## config.mk

```make
export PLATFORM = sky130hd
export DESIGN_NAME = text_console_escape_cursor_engine
export DESIGN_NICKNAME = d
export VERILOG_FILES = /design/src/rtl/tcec_pkg.sv /design/src/rtl/text_console_escape_cursor_engine.sv /design/src/rtl/tcec_cursor.sv /design/src/rtl/tcec_res_fifo.sv
export SDC_FILE = /design/constraint.sdc
export NUM_CORES = 1
export LEC_CHECK = 0
export ABC_AREA = 1
export BUFFER_PORTS_ARGS = -buffer_cell sky130_fd_sc_hd__buf_2
export CORE_MARGIN = 1
export CORE_UTILIZATION = 65
export CTS_CLUSTER_SIZE = 30
export DETAILED_ROUTE_END_ITERATION = 10
export GPL_ROUTABILITY_DRIVEN = 0
export PLACE_DENSITY = 0.93
export SYNTH_ARGS = -nofsm -noshare
export SYNTH_HDL_FRONTEND = slang
export SYNTH_SLANG_ARGS = --single-unit
```

## constraint.sdc

```tcl
create_clock -name clk -period 21 [get_ports clk]
set_input_delay 5.25 -clock clk [delete_from_list [all_inputs] [get_ports clk]]
set_output_delay 5.25 -clock clk [all_outputs]
set_load 0.005 [all_outputs]
```

## src/rtl/tcec_pkg.sv

```systemverilog
// Shared types and constants for the text console escape and cursor engine.
`timescale 1ns / 1ps
`default_nettype none

package tcec_pkg;

	// Largest effective screen dimension and the escape argument ceiling.
	localparam int MAX_DIM   = 4096;
	localparam int ARG_LIMIT = 9999;

	localparam logic [12:0] MAX_DIM_W   = 13'(MAX_DIM);
	localparam logic [13:0] ARG_LIMIT_W = 14'(ARG_LIMIT);

	// Character codes the engine reacts to.
	localparam logic [7:0] CH_ESC    = 8'h1B;
	localparam logic [7:0] CH_LBRACK = 8'h5B;
	localparam logic [7:0] CH_D      = 8'h44;
	localparam logic [7:0] CH_C      = 8'h43;
	localparam logic [7:0] CH_H      = 8'h48;
	localparam logic [7:0] CH_J      = 8'h4A;
	localparam logic [7:0] CH_LF     = 8'h0A;
	localparam logic [7:0] CH_CR     = 8'h0D;
	localparam logic [7:0] CH_BS     = 8'h08;
	localparam logic [7:0] CH_TAB    = 8'h09;
	localparam logic [7:0] CH_ZERO   = 8'h30;
	localparam logic [7:0] CH_NINE   = 8'h39;

	// Result queue depth.
	localparam int FIFO_DEPTH = 4;
	localparam int PTR_W      = $clog2(FIFO_DEPTH);
	localparam int CNT_W      = $clog2(FIFO_DEPTH + 1);

	// Command codes of a result beat.
	typedef enum logic [1:0] {
		CMD_DRAW   = 2'd0,
		CMD_SCROLL = 2'd1,
		CMD_CLEAR  = 2'd2
	} cmd_t;

	// Configuration register indexes.
	typedef enum logic [2:0] {
		REG_SCREEN_WIDTH  = 3'd0,
		REG_SCREEN_HEIGHT = 3'd1,
		REG_GLYPH_WIDTH   = 3'd2,
		REG_GLYPH_HEIGHT  = 3'd3,
		REG_GAP_X         = 3'd4,
		REG_GAP_Y         = 3'd5,
		REG_TAB_CELLS     = 3'd6
	} cfg_idx_t;

	// Configuration register values after reset.
	localparam logic [12:0] RST_SCREEN_WIDTH  = 13'd1024;
	localparam logic [12:0] RST_SCREEN_HEIGHT = 13'd768;
	localparam logic [6:0]  RST_GLYPH_WIDTH   = 7'd8;
	localparam logic [6:0]  RST_GLYPH_HEIGHT  = 7'd8;
	localparam logic [5:0]  RST_GAP_X         = 6'd0;
	localparam logic [5:0]  RST_GAP_Y         = 6'd4;
	localparam logic [7:0]  RST_TAB_CELLS     = 8'd9;

	// Cursor position after reset.
	localparam logic [11:0] RST_CURSOR_Y = 12'd2;

	typedef struct packed {
		logic [12:0] screen_width;
		logic [12:0] screen_height;
		logic [6:0]  glyph_width;
		logic [6:0]  glyph_height;
		logic [5:0]  gap_x;
		logic [5:0]  gap_y;
		logic [7:0]  tab_cells;
	} cfg_t;

	typedef struct packed {
		cmd_t        command;
		logic [11:0] pos_x;
		logic [11:0] pos_y;
		logic [7:0]  glyph;
		logic [6:0]  scroll_pixels;
		logic        last;
	} res_t;

endpackage

`default_nettype wire

```

## src/rtl/text_console_escape_cursor_engine.sv

```systemverilog
// Top level of the text console escape and cursor engine.
//
// Character bytes enter on the in channel (in_valid, in_ready, char_code),
// one beat per byte. Draw, scroll and clear commands leave on the out
// channel (out_valid, out_ready and the result fields), one beat each; a
// byte yields zero, one or two beats, and last marks the final beat of a
// byte. Configuration registers are written through cfg_valid, cfg_ready,
// cfg_index and cfg_data; cfg_ready is always high, and writes must go in
// only while no byte is in flight; the block itself does not enforce it.
// A byte is registered at acceptance and decoded from that register once
// the queue has room, where a single 14x8 multiply by the cell pitch sets
// the path; its beats are written into a four-entry queue, from which the
// first beat of a byte is shown.
// One byte is taken per cycle as long as each yields at most one beat and
// the receiver takes every beat. When the receiver stalls, the queue fills
// and in_ready falls once fewer than two free entries remain while a byte
// waits in the input register; nothing is lost.
// Reset puts the cursor at x 0, y 2, leaves escape mode, empties the queue
// and loads the configuration defaults.
`timescale 1ns / 1ps
`default_nettype none

module text_console_escape_cursor_engine (
	input  wire logic        clk,
	input  wire logic        arst_n,
	input  wire logic        in_valid,
	output logic             in_ready,
	input  wire logic [7:0]  char_code,
	output logic             out_valid,
	input  wire logic        out_ready,
	output logic [1:0]       command,
	output logic [11:0]      pos_x,
	output logic [11:0]      pos_y,
	output logic [7:0]       glyph,
	output logic [6:0]       scroll_pixels,
	output logic             last,
	input  wire logic        cfg_valid,
	output logic             cfg_ready,
	input  wire logic [2:0]  cfg_index,
	input  wire logic [12:0] cfg_data
);
	import tcec_pkg::*;

	cfg_t       cfg_q;
	logic [7:0] char_s1;
	logic       vld_s1;
	logic       room, step;
	res_t       res0, res1, head;
	logic [1:0] res_cnt;

	// Configuration registers.
	assign cfg_ready = 1'b1;

	always_ff @(posedge clk or negedge arst_n) begin
		if (!arst_n) begin
			cfg_q.screen_width  <= RST_SCREEN_WIDTH;
			cfg_q.screen_height <= RST_SCREEN_HEIGHT;
			cfg_q.glyph_width   <= RST_GLYPH_WIDTH;
			cfg_q.glyph_height  <= RST_GLYPH_HEIGHT;
			cfg_q.gap_x         <= RST_GAP_X;
			cfg_q.gap_y         <= RST_GAP_Y;
			cfg_q.tab_cells     <= RST_TAB_CELLS;
		end else if (cfg_valid && cfg_ready) begin
			case (cfg_idx_t'(cfg_index))
				REG_SCREEN_WIDTH:  cfg_q.screen_width  <= cfg_data;
				REG_SCREEN_HEIGHT: cfg_q.screen_height <= cfg_data;
				REG_GLYPH_WIDTH:   cfg_q.glyph_width   <= cfg_data[6:0];
				REG_GLYPH_HEIGHT:  cfg_q.glyph_height  <= cfg_data[6:0];
				REG_GAP_X:         cfg_q.gap_x         <= cfg_data[5:0];
				REG_GAP_Y:         cfg_q.gap_y         <= cfg_data[5:0];
				REG_TAB_CELLS:     cfg_q.tab_cells     <= cfg_data[7:0];
				default: ;
			endcase
		end
	end

	// Input register; it drains whenever the queue can take a full item.
	assign step     = vld_s1 && room;
	assign in_ready = !vld_s1 || room;

	always_ff @(posedge clk or negedge arst_n) begin
		if (!arst_n) begin
			vld_s1 <= 1'b0;
		end else if (in_valid && in_ready) begin
			vld_s1 <= 1'b1;
		end else if (step) begin
			vld_s1 <= 1'b0;
		end
	end

	always_ff @(posedge clk) begin
		if (in_valid && in_ready) begin
			char_s1 <= char_code;
		end
	end

	tcec_cursor u_cursor (
		.clk     (clk),
		.arst_n  (arst_n),
		.step    (step),
		.char_s1 (char_s1),
		.cfg     (cfg_q),
		.res0    (res0),
		.res1    (res1),
		.res_cnt (res_cnt)
	);

	tcec_res_fifo u_res_fifo (
		.clk        (clk),
		.arst_n     (arst_n),
		.push_cnt   (res_cnt),
		.d0         (res0),
		.d1         (res1),
		.pop        (out_valid && out_ready),
		.head_valid (out_valid),
		.head       (head),
		.room       (room)
	);

	// Output beat fields.
	assign command       = head.command;
	assign pos_x         = head.pos_x;
	assign pos_y         = head.pos_y;
	assign glyph         = head.glyph;
	assign scroll_pixels = head.scroll_pixels;
	assign last          = head.last;

endmodule

`default_nettype wire

```

## src/rtl/tcec_cursor.sv

```systemverilog
// Cursor and escape state with the single-pass decode of one character.
`timescale 1ns / 1ps
`default_nettype none

module tcec_cursor (
	input  wire logic          clk,
	input  wire logic          arst_n,
	input  wire logic          step,
	input  wire logic [7:0]    char_s1,
	input  wire tcec_pkg::cfg_t cfg,
	output tcec_pkg::res_t     res0,
	output tcec_pkg::res_t     res1,
	output logic [1:0]         res_cnt
);
	import tcec_pkg::*;

	logic [11:0] cursor_x_q, cursor_y_q, cursor_x_d, cursor_y_d;
	logic        in_escape_q, in_escape_d;
	logic [13:0] escape_arg_q, escape_arg_d;

	logic        is_digit;
	logic        do_move, move_left, do_line, x_to_gap, home;
	logic        draw, clear, esc_set, esc_clr, arg_load;
	logic [13:0] mul_n;

	logic [7:0]  pitch;
	logic [21:0] prod, cx_ext, nx;
	logic [12:0] eff_w, eff_h;
	logic        under, wrap_x, line_step, scroll;
	logic [13:0] ny;
	logic [7:0]  sp_sum;
	logic [6:0]  sp;
	logic [16:0] arg10;

	res_t draw_res, scroll_res, clear_res;

	assign is_digit = (char_s1 >= CH_ZERO) && (char_s1 <= CH_NINE);

	// Decode the character into cursor actions.
	always_comb begin
		do_move   = 1'b0;
		move_left = 1'b0;
		mul_n     = 14'd1;
		do_line   = 1'b0;
		x_to_gap  = 1'b0;
		home      = 1'b0;
		draw      = 1'b0;
		clear     = 1'b0;
		esc_set   = 1'b0;
		esc_clr   = 1'b0;
		arg_load  = 1'b0;
		if (in_escape_q) begin
			if (is_digit) begin
				arg_load = 1'b1;
			end else if (char_s1 != CH_LBRACK) begin
				esc_clr = 1'b1;
				case (char_s1)
					CH_D: begin
						do_move   = 1'b1;
						move_left = 1'b1;
						mul_n     = escape_arg_q;
					end
					CH_C: begin
						do_move = 1'b1;
						mul_n   = escape_arg_q;
					end
					CH_H: home  = 1'b1;
					CH_J: clear = 1'b1;
					default: ;
				endcase
			end
		end else begin
			case (char_s1)
				CH_LF: begin
					x_to_gap = 1'b1;
					do_line  = 1'b1;
				end
				CH_CR: x_to_gap = 1'b1;
				CH_BS: begin
					do_move   = 1'b1;
					move_left = 1'b1;
				end
				CH_TAB: begin
					do_move = 1'b1;
					mul_n   = {6'd0, cfg.tab_cells};
				end
				CH_ESC: esc_set = 1'b1;
				default: begin
					draw    = 1'b1;
					do_move = 1'b1;
				end
			endcase
		end
	end

	// Horizontal move: one multiply by the cell pitch, then a range check.
	assign pitch  = {1'b0, cfg.glyph_width} + {2'b00, cfg.gap_x};
	assign prod   = mul_n * pitch;
	assign cx_ext = {10'd0, cursor_x_q};
	assign eff_w  = (cfg.screen_width > MAX_DIM_W) ? MAX_DIM_W : cfg.screen_width;
	assign eff_h  = (cfg.screen_height > MAX_DIM_W) ? MAX_DIM_W : cfg.screen_height;
	assign under  = move_left && (prod > cx_ext);
	assign nx     = move_left ? (cx_ext - prod) : (cx_ext + prod);
	assign wrap_x = do_move && (under || (nx >= {9'd0, eff_w}));

	// Vertical step to the next line; past the bottom it becomes a scroll.
	assign line_step = do_line || wrap_x;
	assign ny        = {2'b00, cursor_y_q} + {7'd0, cfg.glyph_height} + {8'd0, cfg.gap_y};
	assign scroll    = line_step && (ny >= {1'b0, eff_h});
	assign sp_sum    = {1'b0, cfg.glyph_height} + {2'b00, cfg.gap_y};
	assign sp        = sp_sum[7] ? 7'h7F : sp_sum[6:0];

	// Decimal argument accumulation with saturation.
	assign arg10 = ({3'd0, escape_arg_q} << 3) + ({3'd0, escape_arg_q} << 1)
		+ {13'd0, char_s1[3:0]};

	// Next state.
	always_comb begin
		cursor_x_d = cursor_x_q;
		if (x_to_gap || home || wrap_x) begin
			cursor_x_d = {6'd0, cfg.gap_x};
		end else if (do_move) begin
			cursor_x_d = nx[11:0];
		end

		cursor_y_d = cursor_y_q;
		if (home) begin
			cursor_y_d = {6'd0, cfg.gap_y};
		end else if (line_step && !scroll) begin
			cursor_y_d = ny[11:0];
		end

		in_escape_d = in_escape_q;
		if (esc_set) begin
			in_escape_d = 1'b1;
		end else if (esc_clr) begin
			in_escape_d = 1'b0;
		end

		escape_arg_d = escape_arg_q;
		if (arg_load) begin
			escape_arg_d = (arg10 > {3'd0, ARG_LIMIT_W}) ? ARG_LIMIT_W : arg10[13:0];
		end else if (esc_clr) begin
			escape_arg_d = 14'd0;
		end
	end

	always_ff @(posedge clk or negedge arst_n) begin
		if (!arst_n) begin
			cursor_x_q   <= 12'd0;
			cursor_y_q   <= RST_CURSOR_Y;
			in_escape_q  <= 1'b0;
			escape_arg_q <= 14'd0;
		end else if (step) begin
			cursor_x_q   <= cursor_x_d;
			cursor_y_q   <= cursor_y_d;
			in_escape_q  <= in_escape_d;
			escape_arg_q <= escape_arg_d;
		end
	end

	// Result beats: a draw may be followed by a scroll when the advance wraps past the bottom.
	always_comb begin
		draw_res               = '0;
		draw_res.command       = CMD_DRAW;
		draw_res.pos_x         = cursor_x_q;
		draw_res.pos_y         = cursor_y_q;
		draw_res.glyph         = char_s1;
		draw_res.last          = !scroll;

		scroll_res               = '0;
		scroll_res.command       = CMD_SCROLL;
		scroll_res.scroll_pixels = sp;
		scroll_res.last          = 1'b1;

		clear_res         = '0;
		clear_res.command = CMD_CLEAR;
		clear_res.last    = 1'b1;

		if (draw) begin
			res0 = draw_res;
		end else if (scroll) begin
			res0 = scroll_res;
		end else begin
			res0 = clear_res;
		end
		res1 = scroll_res;

		res_cnt = step ? (2'(draw) + 2'(scroll) + 2'(clear)) : 2'd0;
	end

endmodule

`default_nettype wire

```

## src/rtl/tcec_res_fifo.sv

```systemverilog
// Result queue that takes up to two beats per cycle and delivers one per pop.
`timescale 1ns / 1ps
`default_nettype none

module tcec_res_fifo (
	input  wire logic      clk,
	input  wire logic      arst_n,
	input  wire logic [1:0] push_cnt,
	input  wire tcec_pkg::res_t d0,
	input  wire tcec_pkg::res_t d1,
	input  wire logic      pop,
	output logic           head_valid,
	output tcec_pkg::res_t head,
	output logic           room
);
	import tcec_pkg::*;

	res_t             mem [FIFO_DEPTH];
	logic [PTR_W-1:0] wr_q, rd_q;
	logic [CNT_W-1:0] count_q;

	// Entry storage; the second beat lands one slot after the first.
	always_ff @(posedge clk) begin
		if (push_cnt != 2'd0) begin
			mem[wr_q] <= d0;
		end
		if (push_cnt == 2'd2) begin
			mem[wr_q + PTR_W'(1)] <= d1;
		end
	end

	// Pointers and fill count.
	always_ff @(posedge clk or negedge arst_n) begin
		if (!arst_n) begin
			wr_q    <= '0;
			rd_q    <= '0;
			count_q <= '0;
		end else begin
			wr_q    <= wr_q + PTR_W'(push_cnt);
			rd_q    <= rd_q + PTR_W'(pop);
			count_q <= count_q + CNT_W'(push_cnt) - CNT_W'(pop);
		end
	end

	assign head_valid = (count_q != '0);
	assign head       = mem[rd_q];
	// Space for a full two-beat item, judged on the registered count.
	assign room       = (count_q <= CNT_W'(FIFO_DEPTH - 2));

endmodule

`default_nettype wire

```

==> results of run 1 <==
[routing by layer]
layer	wire [um]	share of wire, %
met5	0	0
met2	26800	47
met1	20800	37
met3	6400	11
met4	2630	4.6
[power by group through the flow]
stage | registers (mW) | logic, mW | clock network, mW
final | 0.850 | 1.50 | 0.597
after global routing | 0.861 | 1.66 | 0.616
after CTS | 0.841 | 1.45 | 0.593
after detailed placement | 0.845 | 1.41 | 0
after global placement | 0.836 | 1.35 | 0
after floorplan | 0.809 | 1.02 | 0
[registers in the layout (all words and copies together) (netlist names), 2 cells and up]
name                   cells
u_res_fifo.mem           168
cfg_q                     60
u_cursor.escape_arg_q     14
u_cursor.cursor_x_q       12
u_cursor.cursor_y_q       12
char_s1                    8
u_res_fifo.count_q         3
u_res_fifo.rd_q            2
u_res_fifo.wr_q            2
[stage by stage]
stage	setup slack, ns	instance area (um^2)
CTS	9.21	21600
floorplan	11.56	19900
detailed placement	9.38	20500
global placement	10.01	20500
global route	8.22	21600
finish	8.97	21600
[cells in the final DEF (no fill, tap or decap), types with 45 or more instances in the layout]
cell     instances
a21oi_1         86
buf_2           71
dfrtp_1         97
dfxtp_1        140
fa_1            82
ha_1           150
inv_1          341
nand2_1        682
nand3_1         89
nor2_1         291
o21ai_0        350
xor2_1          45
[final timing paths]
path	start	end	slack [ns]	depth (start not counted)
max	char_s1[5]	u_res_fifo.mem[0][0]	8.97	55
max in group asynchronous	arst_n	u_cursor.cursor_x_q[0]	15.05	2
max reg2reg	char_s1[5]	u_res_fifo.mem[0][0]	8.97	55
min reg2reg	u_res_fifo.mem[2][13]	u_res_fifo.mem[2][13]	0.46	2
min	u_res_fifo.mem[2][13]	u_res_fifo.mem[2][13]	0.46	2
min in group asynchronous	arst_n	u_res_fifo.rd_q[1]	4.64	1
[logic make-up after synthesis]
family / count (synthesis)
buffers and inverters: 446
AOI/OAI and AO/OA: 521
DFF: 283
adders and majority gates: 232
xor gates and xnor gates: 61
and+or+nand+nor: 1171
other: 1
[tightest hold or removal path, stage by stage, from the launching register on]
cell and delay (ns):
dfxtp_1 0.32, nand2_1 0.05, o21ai_0 0.05
[layout make-up]
class | instances | share of cell area (%)
multi-input cells | 1986 | 53.9
flip-flops and latches | 283 | 30.4
inverters | 357 | 6.20
clock buffers | 35 | 3.75
well taps | 390 | 2.26
repair buffers | 82 | 2.03
clock inverters | 19 | 1.42
==> out/metrics.cfg, run 1 <==
[synth]
synth_top_area_share_pct=14.1
synth-compound-area-share_pct=13.8
async_reset_ff_share_pct=37.8
syn_area_per_cell_um2=7.32
yosys_warnings=0
synth_flop_cell=dfxtp_1
synth_top_cells_by_area=dfxtp_1 (14%), nand2_1 (13%), dfrtp_1 (12%), ha_1 (9.4%), o21ai_0 (8.8%)
synth_top_cell_by_area=dfxtp_1
synth_adder_area_share_pct=17.7
ys_seq_area_share_pct=33.1
yosysMostFrequentCell=nand2_1
post_synth_num_cell_types=50
ys_top_cells_by_count=nand2_1 (682), o21ai_0 (350), inv_1 (342)
synth_top_family_by_area=simple AND/OR/NAND/NOR gates
syn_nets=2976
synth-simple-area-share_pct=24.2
synth.ff_latch_count=283
syn-instance-count=2715
synth-edff-count=36
synth-xor-area-share_pct=2.69
synthMuxAreaShare_pct=0
synth_area_um2=19900

[sta]
finalSetupViolCount=0
rsz0062_at_grt=no
maxSlewViolCount=0
worst_pin_slew_ns=1.34
min_period_ns=12.03
period_share_pct=57.3
fmax_ghz=0.0831
finalHoldViolCount=0
slew-limit-headroom_pct=10.7
tns_ns=0
whs_ns=0.456
finClkSkew_ns=0.0208

[setup_path]
worstPathMaxFanout=34
critPathSlowestCell=nor2_4
critPathBufInv=11
critPathMaxStageDelay_ns=0.81
cpLargestDelayFamily=simple AND/OR/NAND/NOR gates
critPathRequiredTime_ns=21.46
end_kind=flop
worstSetupStartpointType=flop
arrival_ns=12.49
worst-setup-path-type=flop to flop
cp_common_cell=inv_1

[min_path]
hold_class=flop to flop

[global_route]
met2_usage_pct=61.8
grt_pass1_wl_um=91600
track_usage_pct=36.5
grt_start_max_net_pins=87
top_usage_layer=met2
antenna_found_initial=0
grt_pass1_vias=19169
grt_overflow_total=0
grt_util_met1_pct=44.7
gr-usage-met3_pct=7.07

[clock_network]
ctsResizeCount=0
cts.htree.levels=1
path_clk_slew_ns=0.06
clock-sinks=283
cts_tree=done
cts_root_buffer=clkbuf_16
cts_hold_buf=0
worstSkewPairLatency_ns=0.57
cts_buffers=29
post_cts_buffers=0
cts_max_path_buffers=3

[final_layout]
layout-drive-gt1-share_pct=7.53
antennaDiodeCount=0
fin_cells=3152
synthToLayoutAreaGrowth_pct=8.64
layout.nets=3000
multi_input_area_um2=11600
regArea_um2=6570
post-route-util_pct=72.3
nFillCells=2101

[power_and_ir_drop]
powerDensity_nw_per_um2=136
irDropWorstVdd_mv=0.0879
switching_power_mw=1.37
leakagePower_nw=10.9
p_seq_share_pct=28.9
p_comb_share_pct=50.9
switching_share_pct=46.5
pwr-share-clk_pct=20.3
p_int_mw=1.58
power_mw=2.94

[route]
drc=0
dr.pass1.iters=9
routed_wl_um=56600
drt_iter0_drc=2661
antenna_left=0
routedWlPerCell_um=18.0
num_vias=19481
vias_per_cell=6.18

[die]
die_h_um=177
io_pins=74
start_util_pct=66.5
chipWidth_um=177
coreArea_um2=29900
num_rows=63
die_area_um2=31300

[run]
maxCapViolations=0

[status]
outcome=finished, final reports clean

[placement]
dp_hpwl_um=38900
dp.cells=3098
portBuffers=72

Note: power is estimated with default switching activity, not from simulation.
==> run 2, diff against run 1 <==
--- a/config.mk
+++ b/config.mk
@@ -5,14 +5,14 @@
 export SDC_FILE = /design/constraint.sdc
 export NUM_CORES = 1
 export LEC_CHECK = 0
-export ABC_AREA = 1
+export ABC_AREA = 0
 export BUFFER_PORTS_ARGS = -buffer_cell sky130_fd_sc_hd__buf_2
 export CORE_MARGIN = 1
-export CORE_UTILIZATION = 65
+export CORE_UTILIZATION = 63
 export CTS_CLUSTER_SIZE = 30
 export DETAILED_ROUTE_END_ITERATION = 10
 export GPL_ROUTABILITY_DRIVEN = 0
-export PLACE_DENSITY = 0.93
+export PLACE_DENSITY = 0.91
 export SYNTH_ARGS = -nofsm -noshare
 export SYNTH_HDL_FRONTEND = slang
 export SYNTH_SLANG_ARGS = --single-unit
==> constraint.sdc (replaced) <==
create_clock -name clk -period 12.1 [get_ports clk]
set_input_delay 3.025 -clock clk [delete_from_list [all_inputs] [get_ports clk]]
set_output_delay 3.025 -clock clk [all_outputs]
set_load 0.005 [all_outputs]
==> run 2 against run 1 <==
  * Routed wire length shrank 8.6%
  * Sequential share of layout area up 0.96 points
  * Fmax grew 3.0%
  * Final area fell by 3.0%
  * Hold slack improved by 0.0051 ns
  * Register-to-register slack worse by 8.5 ns
  * Critical path depth shrank 16
  * Power grew 84%
  * Non-clock buffer count grew 18
  * First-iteration DRC count decreased by 25%
  * Critical path type unchanged
  * Largest power group unchanged
==> out/metrics.cfg, run 2 <==
[status]
outcome=finished, final reports clean

[global_route]
grt_start_max_net_pins=73
grt_overflow_total=0
grt_pass1_wl_um=84000
track_usage_pct=33.7
grt_pass1_vias=16261
antenna_found_initial=0

[power_and_ir_drop]
leakagePower_nw=9.59
irDropWorstVdd_mv=0.150
power_mw=5.43
powerDensity_nw_per_um2=259

[setup_path]
reg2reg_depth=39
arrival_ns=12.18
reg2reg_to=u_res_fifo.mem[1][26]
critPathMaxStageDelay_ns=0.71
worstSetupStartpointType=flop
end_kind=flop
cpLargestDelayFamily=adder cells
worst-setup-path-type=flop to flop
rrSetupSlack_ns=0.42
critPathBufInv=6
worstPathMaxFanout=11
rr_startpoint=char_s1[7]
critPathSlowestCell=or4_1
cp_common_cell=fa_1
critPathRequiredTime_ns=12.60

[clock_network]
cts_root_buffer=clkbuf_16
cts_tree=done
worstSkewPairLatency_ns=0.57
cts.htree.levels=1
cts_buffers=28
path_clk_slew_ns=0.06
clock-sinks=283
cts_max_path_buffers=3

[sta]
min_period_ns=11.68
slew-limit-headroom_pct=26.0
finalHoldViolCount=0
period_share_pct=96.5
worst_pin_slew_ns=1.11
rsz0062_at_grt=no
tns_ns=0
maxSlewViolCount=0
finClkSkew_ns=0.0197
finalSetupViolCount=0
fmax_ghz=0.0856

[route]
vias_per_cell=6.73
num_vias=15874
routed_wl_um=51700
routedWlPerCell_um=21.9
antenna_left=0
dr.pass1.iters=8
drt_iter0_drc=2006
drc=0

[synth]
synth_area_um2=19200
post_synth_num_cell_types=86
async_reset_ff_share_pct=37.8
synth_top_cells_by_area=dfxtp_1 (15%), dfrtp_1 (13%), ha_1 (9.8%), fa_1 (8.5%), a22o_1 (5.8%)
synth_flop_cell=dfxtp_1
yosys_warnings=0
ys_seq_area_share_pct=34.2
synth.ff_latch_count=283
yosysMostFrequentCell=nor2_1
synth-edff-count=36
syn-instance-count=1908
syn_area_per_cell_um2=10.1
synth_top_cell_by_area=dfxtp_1
synth_top_area_share_pct=14.6
syn_nets=2169
ys_top_cells_by_count=nor2_1 (177), inv_1 (169), ha_1 (150)

[run]
maxCapViolations=0

[placement]
portBuffers=72
dp_hpwl_um=37200

[die]
num_rows=63
die_area_um2=31200
chipWidth_um=177
io_pins=74
die_h_um=177
coreArea_um2=29900
start_util_pct=64.4

[final_layout]
layout-drive-gt1-share_pct=15.4
layout_common_cells=nor2_1 (175), inv_1 (168), ha_1 (150)
layout.nets=2209
layout_commonest_cell=nor2_1
synthToLayoutAreaGrowth_pct=8.83
reg_top3=u_res_fifo.mem (168), cfg_q (60), u_cursor.escape_arg_q (14)
largest_reg_flops=168
antennaDiodeCount=0
top_register=u_res_fifo.mem

[min_path]
whs_path_depth=2
hp-start=u_res_fifo.mem[2][29]
hold_class=flop to flop
min_to=u_res_fifo.mem[2][29]

## run 2: cell count changes in the layout (fill, tap and decap cells not counted), sizes merged, moves of 19 or more
| cell | before | now |
|---|---|---|
| nand2 | 708 | 130 |
| o22ai | 44 | 2 |
| o21ai | 358 | 70 |
| nand3 | 92 | 29 |
| mux2 | 0 | 65 |
| mux4 | 0 | 42 |
| or3 | 0 | 19 |
| a22o | 0 | 128 |
| xnor2 | 16 | 46 |
| nor2 | 303 | 177 |
| xor2 | 45 | 22 |
| a21o | 3 | 32 |
| inv | 360 | 171 |
## run 2: repair_timing
item / CTS / global route
gates resized for setup: 0 / 5
hold buffers: 0 / 0
setup endpoints to repair: 0 / 47
setup buffers: 0 / 2
## run 2: stage by stage
stage / setup slack (ns) / util (%) / instance area (um^2) / hold WS [ns] / instances
final: 0.422 / 70.1 / 20900 / 0.461 / 2359
after global routing: 0.0392 / 70.1 / 20900 / 0.494 / 2359
after CTS: 0.461 / 70.0 / 20900 / 0.465 / 2357
after detailed placement: 0.546 / 66.8 / 20000 / 0.450 / 2306
after global placement: 0.994 / 66.8 / 20000 / 0.437 / 2306
after floorplan: 1.57 / - / 19200 / 0.420 / 1908
## run 2: final cells by class
class	count	area [um^2]
fillers	1911	8930
well taps	390	488
clock inverters	8	97.6
flip-flops and latches	283	6580
inverters	170	644
clock buffers	43	848
multi-input cells	1365	11700
repair buffers	100	586
## run 2: power breakdown
group,switching [mW],internal [mW]
registers,0.315,1.30
clock network,0.383,0.508
logic,1.66,1.27
total,2.35,3.08
## run 2: per-layer routing
metal	vias up	wire length, um	GRT usage (%)
met2	1058	24300	56.2
met3	236	5230	6.70
met5	-	0	0
met1	7688	19800	42.5
met4	0	2380	14.8
li1	6892	-	-
## run 2: how the worst max path moves through the flow
stage	depth (start not counted)	slack [ns]	endpoint	startpoint
after global routing	39	0.04	u_res_fifo.mem[0][24]	char_s1[7]
after detailed placement	38	0.55	u_res_fifo.mem[0][3]	char_s1[7]
after floorplan	42	1.57	u_res_fifo.mem[1][0]	char_s1[7]
final	39	0.42	u_res_fifo.mem[1][26]	char_s1[7]
after global placement	39	0.99	u_res_fifo.mem[3][40]	char_s1[7]
after CTS	39	0.46	u_res_fifo.mem[0][24]	char_s1[7]
## run 2: worst min-delay path, stage by stage (launching register included)
cell     delay, ns
dfxtp_1       0.32
nand2_1       0.05
o21ai_0       0.06
## run 2: kinds of logic after synthesis
kind of cell | after synthesis | synth area share, %
XOR/XNOR | 68 | 3.09
flip-flops | 283 | 34.2
multiplexers | 123 | 9.65
AO/OA/AOI/OAI | 447 | 17.6
buffers and inverters | 260 | 5.23
AND/OR/NAND/NOR | 494 | 12.0
adder cells (fa/ha/maj) | 232 | 18.3
other | 1 | 0.0195
